### config.mk
export PLATFORM = sky130hd
export DESIGN_NAME = gls_stencil_alu
export DESIGN_NICKNAME = d
export VERILOG_FILES = /design/src/rtl/core/gls_pkg.sv /design/src/rtl/core/gls_stencil_alu.sv
export SDC_FILE = /design/constraint.sdc
export NUM_CORES = 1
export LEC_CHECK = 0
export ABC_AREA = 0
export BUFFER_PORTS_ARGS = -buffer_cell sky130_fd_sc_hd__buf_2
export CORE_MARGIN = 1.5
export CORE_UTILIZATION = 35
export CTS_CLUSTER_DIAMETER = 40
export CTS_CLUSTER_SIZE = 10
export DETAILED_ROUTE_END_ITERATION = 10
export SLEW_MARGIN = 20
export SYNTH_ARGS = -nofsm -noshare
export SYNTH_HDL_FRONTEND = slang
export SYNTH_SLANG_ARGS = --single-unit
### constraint.sdc
create_clock -name clk -period 9.1 [get_ports clk]
set_clock_uncertainty 0.05 [all_clocks]
set_input_delay 0.91 -clock clk [delete_from_list [all_inputs] [get_ports clk]]
set_output_delay 0.91 -clock clk [all_outputs]
set_load 0.05 [all_outputs]
### src/rtl/core/gls_pkg.sv
`timescale 1ns / 1ps
// gls_pkg: shared types and constants for the grid laplacian stencil
// used by gls_grid_ram, gls_stencil_alu and grid_laplacian_stencil_top
// no dependencies
package gls_pkg;

  localparam int VALUE_W = 16;
  localparam int LAP_W   = 24;
  localparam int SCALE_W = 16;
  localparam int SUM_W   = 19;
  localparam int PROD_W  = 36;
  localparam int RND_W   = PROD_W - 8;

  localparam logic OP_LOAD    = 1'b0;
  localparam logic OP_COMPUTE = 1'b1;

  localparam logic [1:0] MODE_ZERO_FLUX = 2'd0;
  localparam logic [1:0] MODE_PERIODIC  = 2'd1;
  localparam logic [1:0] MODE_MASKED    = 2'd2;

  typedef logic [1:0] reg_index_t;
  localparam reg_index_t REG_MODE   = 2'd0;
  localparam reg_index_t REG_WIDTH  = 2'd1;
  localparam reg_index_t REG_HEIGHT = 2'd2;
  localparam reg_index_t REG_SCALE  = 2'd3;

  localparam logic signed [LAP_W-1:0] LAP_MAX = {1'b0, {(LAP_W-1){1'b1}}};
  localparam logic signed [LAP_W-1:0] LAP_MIN = {1'b1, {(LAP_W-1){1'b0}}};

  typedef struct packed {
    logic                      mask;
    logic signed [VALUE_W-1:0] value;
  } grid_entry_t;

  typedef enum logic [1:0] {
    AU_HOLD,
    AU_CLEAR,
    AU_ADD,
    AU_SCALE
  } au_op_t;

  typedef struct packed {
    au_op_t                    op;
    logic signed [VALUE_W-1:0] value;
    logic signed [VALUE_W-1:0] center;
    logic [SCALE_W-1:0]        scale;
  } au_ctrl_t;

  typedef struct packed {
    logic signed [LAP_W-1:0] lap;
    logic                    sat;
  } au_result_t;

endpackage

### src/rtl/core/gls_stencil_alu.sv
`timescale 1ns / 1ps
// gls_stencil_alu: shared accumulate unit, scale multiply, round and clip
// depends on gls_pkg
module gls_stencil_alu (
  input  logic                  clk,
  input  gls_pkg::au_ctrl_t     ctrl,
  output gls_pkg::au_result_t   result
);
  import gls_pkg::*;

  logic signed [SUM_W-1:0]  acc;
  logic signed [PROD_W-1:0] prod;
  logic signed [SUM_W-1:0]  diff;
  logic signed [PROD_W-1:0] acc_ext;
  logic signed [PROD_W-1:0] scale_ext;
  logic signed [PROD_W-1:0] prod_rnd;
  logic signed [RND_W-1:0]  rnd;

  // neighbour minus center, one used neighbour per step
  assign diff      = SUM_W'(ctrl.value) - SUM_W'(ctrl.center);
  assign acc_ext   = PROD_W'(acc);
  assign scale_ext = $signed({{(PROD_W-SCALE_W){1'b0}}, ctrl.scale});

  always_ff @(posedge clk) begin
    unique case (ctrl.op)
      AU_HOLD:  ;
      AU_CLEAR: acc <= '0;
      AU_ADD:   acc <= acc + diff;
      AU_SCALE: prod <= acc_ext * scale_ext;
      default:  ;
    endcase
  end

  // half up rounding from q.21 to q.13, then clip to the output range
  assign prod_rnd = prod + PROD_W'(128);
  assign rnd      = prod_rnd[PROD_W-1:8];

  always_comb begin
    unique if (rnd > RND_W'(LAP_MAX)) begin
      result.lap = LAP_MAX;
      result.sat = 1'b1;
    end else if (rnd < RND_W'(LAP_MIN)) begin
      result.lap = LAP_MIN;
      result.sat = 1'b1;
    end else begin
      result.lap = rnd[LAP_W-1:0];
      result.sat = 1'b0;
    end
  end

endmodule

==> metrics.md <==
| Metric | Value |
|---|---|
| Startpoint types | `primary input` |
| DR DRC count | `0` |
| Internal reg-to-reg setup slack | `2000 ps` |
| Max-slew violation count | `0` |
| Hold Crit Depth | `3` |
| Core Util, Final | `0.380` |
| M1 WL | `15,200 um` |
| CTS Sinks | `48` |
| Clock Path Buffers | `2` |
| Die height | `210 um` |
| RSZ-0062 raised after global routing | `false` |
| Reg2Reg Depth | `20` |
| Metal3 WL | `1550 um` |
| Top Metal Used | `met4` |
| Mean Syn Cell Area | `9.01 um2` |
| Die X | `210 um` |
| Final RePlAce weighted congestion | `0.826` |
| Sequential share of the synthesized area | `0.0964` |
| Clk_lat worst skew | `310 ps` |
| Ys flop type | `edfxtp_1` |
| Share of layout cells above drive strength 1 | `0.0533` |
| Post-Synth Simple-Gate Area | `0.149` |
| # hold bufs at CTS | `0` |
| Net Count, Synth | `2,146` |
| Met2 wire length | `17,400 um` |
| Post-Syn Area | `0.0149 mm2` |
| Post-route setup TNS | `0 ps` |
| # diodes | `0` |
| Hold_ws | `966 ps` |
| Port bufs | `75` |
| Largest area contributor in the netlist | `fa_1` |
| CP required | `9150 ps` |
| Synthesized flop and latch total | `48` |
| DP Worst Slack | `1670 ps` |
| Crit-path max FO | `19` |
| Vias/cell | `4.76` |
| Die area | `0.0440 mm2` |
| Boundary pin count | `76` |
| Largest family of logic cells by synthesized area | `adder cells` |
| Synthesis Warnings | `0` |
| Critical path arrival | `7170 ps` |
| Worst slew pin tran | `889 ps` |
| CTS tree | `built` |
| Hold Vio Cnt, Final | `0` |
| Row count | `75` |
| GR Overflow Total | `0` |
| Number of setup buffers added after CTS | `0` |
| Post-Synth Adder-Cell Area | `0.526` |
| First DRT Iteration DRCs | `508` |
| HP Class | `in2reg` |
| TritonCTS buffer count | `5` |
| Final WL | `34,900 um` |
| Asr flop ratio synth | `0` |
| Gr usage total | `0.172` |
| Final-stage net count | `2,174` |
| Largest net degree at the start of global routing | `30` |
| Clock transition at path regs | `80 ps` |
| Via count | `10,600` |
| Core ar. | `0.0420 mm2` |
| Top-count cell post-synth | `inv_1` |
| Post-route ant nets | `0` |
| Vias in the first global route | `11,900` |
| Top post-synthesis cells by area | `fa_1 (43%), inv_1 (12%), edfxtp_1 (9.6%)` |
| F_max | `0.140 GHz` |
| Slew headroom | `0.407` |
| Setup Viol. Count Final | `0` |
| Cell at the root of the clock tree | `clkbuf_16` |
| First-pass GRT wire length | `60,000 um` |
| Crit path time final | `7120 ps` |
| PnR worst setup slack | `1980 ps` |
| PostCTS Resize Cnt | `0` |
| Post-synthesis xor/xnor area fraction | `0.0404` |
| Crit path kind | `in2reg` |
| Starting Density | `0.356` |
| Post-synthesis compound-gate area fraction | `0.0555` |
| Syn Inst Count | `1,660` |
| Netlist cell types | `53` |
| Post-synth top area share | `0.433` |
| 1st-pass router iterations | `5` |
| Htree depth | `2` |
| DR WL/cell | `15.7 um` |
| Final worst-path cycle share | `0.782` |
| Maxcap violations | `0` |
| Area grow syn2layout | `6.73%` |
| Initial antenna violation count | `0` |
| Critical Path End Type | `flip-flop` |
| Fillers | `4,310` |
| Post-DP HPWL | `29,200 um` |
| Proportion of synthesized area in mux cells | `0.00268` |
| Run status | `finished, final reports clean` |
| Post-synth EDFFs | `48` |
| Post-synth top cells | `inv_1 (462), fa_1 (323), nand2_1 (209)` |
==> cells by family after synthesis <==
logic type               after synthesis
XOR/XNOR                              69
buffers and inverters                517
multiplexers                           4
flip-flops                            48
adder cells (fa/ha/maj)              435
AND/OR/NAND/NOR                      455
AO/OA/AOI/OAI                        132
==> per-stage QoR <==
| step | area, um2 | std cells |
|---|---|---|
| after detailed placement | 15800 | 2220 |
| after global routing | 16000 | 2228 |
| after global placement | 15800 | 2220 |
| after CTS | 16000 | 2228 |
| after floorplan | 14900 | 1660 |
| final | 16000 | 2228 |
==> registers in the layout, summed over array words and instances (netlist names) <==
register and flops:
prod 29, acc 19
==> cells in the final DEF, fill, tap and decap left out, types with 7 or more instances in the layout <==
cell / netlist / layout
inv_1: 462 / 462
fa_1: 323 / 323
nand2_1: 209 / 209
and2_1: 130 / 130
ha_1: 112 / 112
buf_2: 0 / 75
edfxtp_1: 48 / 48
o21ai_0: 43 / 43
xnor2_1: 39 / 39
nor2_1: 34 / 34
a21oi_1: 32 / 32
xor2_1: 30 / 30
nand3_1: 26 / 26
a21o_1: 15 / 15
nor3_1: 10 / 9
o21a_1: 8 / 8
nor2b_1: 7 / 7
and3_1: 7 / 7
==> cell type report <==
type	count	area, um2	area share
Tap cell	539	674	0.0423
Multi-Input combinational cell	1095	11600	0.725
Clock buffer	5	125	0.00784
Clock inverter	3	25.0	0.00157
Sequential cell	48	1440	0.0903
Timing Repair Buffer	76	383	0.0240
Inverter	462	1730	0.109
==> critical path: stages <==
cell and delay, ps:
buf_2 220, and2_1 200, fa_1 540, inv_1 50, fa_1 480, inv_1 60, fa_1 530, fa_1 530
fa_1 550, inv_1 50, fa_1 560, inv_1 50, ha_1 360, a211o_1 310, o211ai_1 120, a21oi_1 150
nor4_1 560, o21a_1 260, nor3_1 90, or4_1 480, o311ai_0 110
==> path summary, 6_finish.rpt <==
kind,start,endpoint
setup reg to reg,acc[11],prod[32]
hold / removal,ctrl[32],acc[0]
hold reg to reg,acc[18],acc[18]
setup / recovery,ctrl[13],prod[32]
==> per-layer routing <==
metal | global-route usage | vias to the layer above
li1 | - | 4953
met1 | 0.218 | 5359
met2 | 0.309 | 254
met3 | 0.0206 | 40
met4 | 0.0496 | 0
met5 | 0 | -
Power is left out: the tool's default activity adds up to more than one toggle a clock period on the data nets, which glitch-free logic cannot reach.
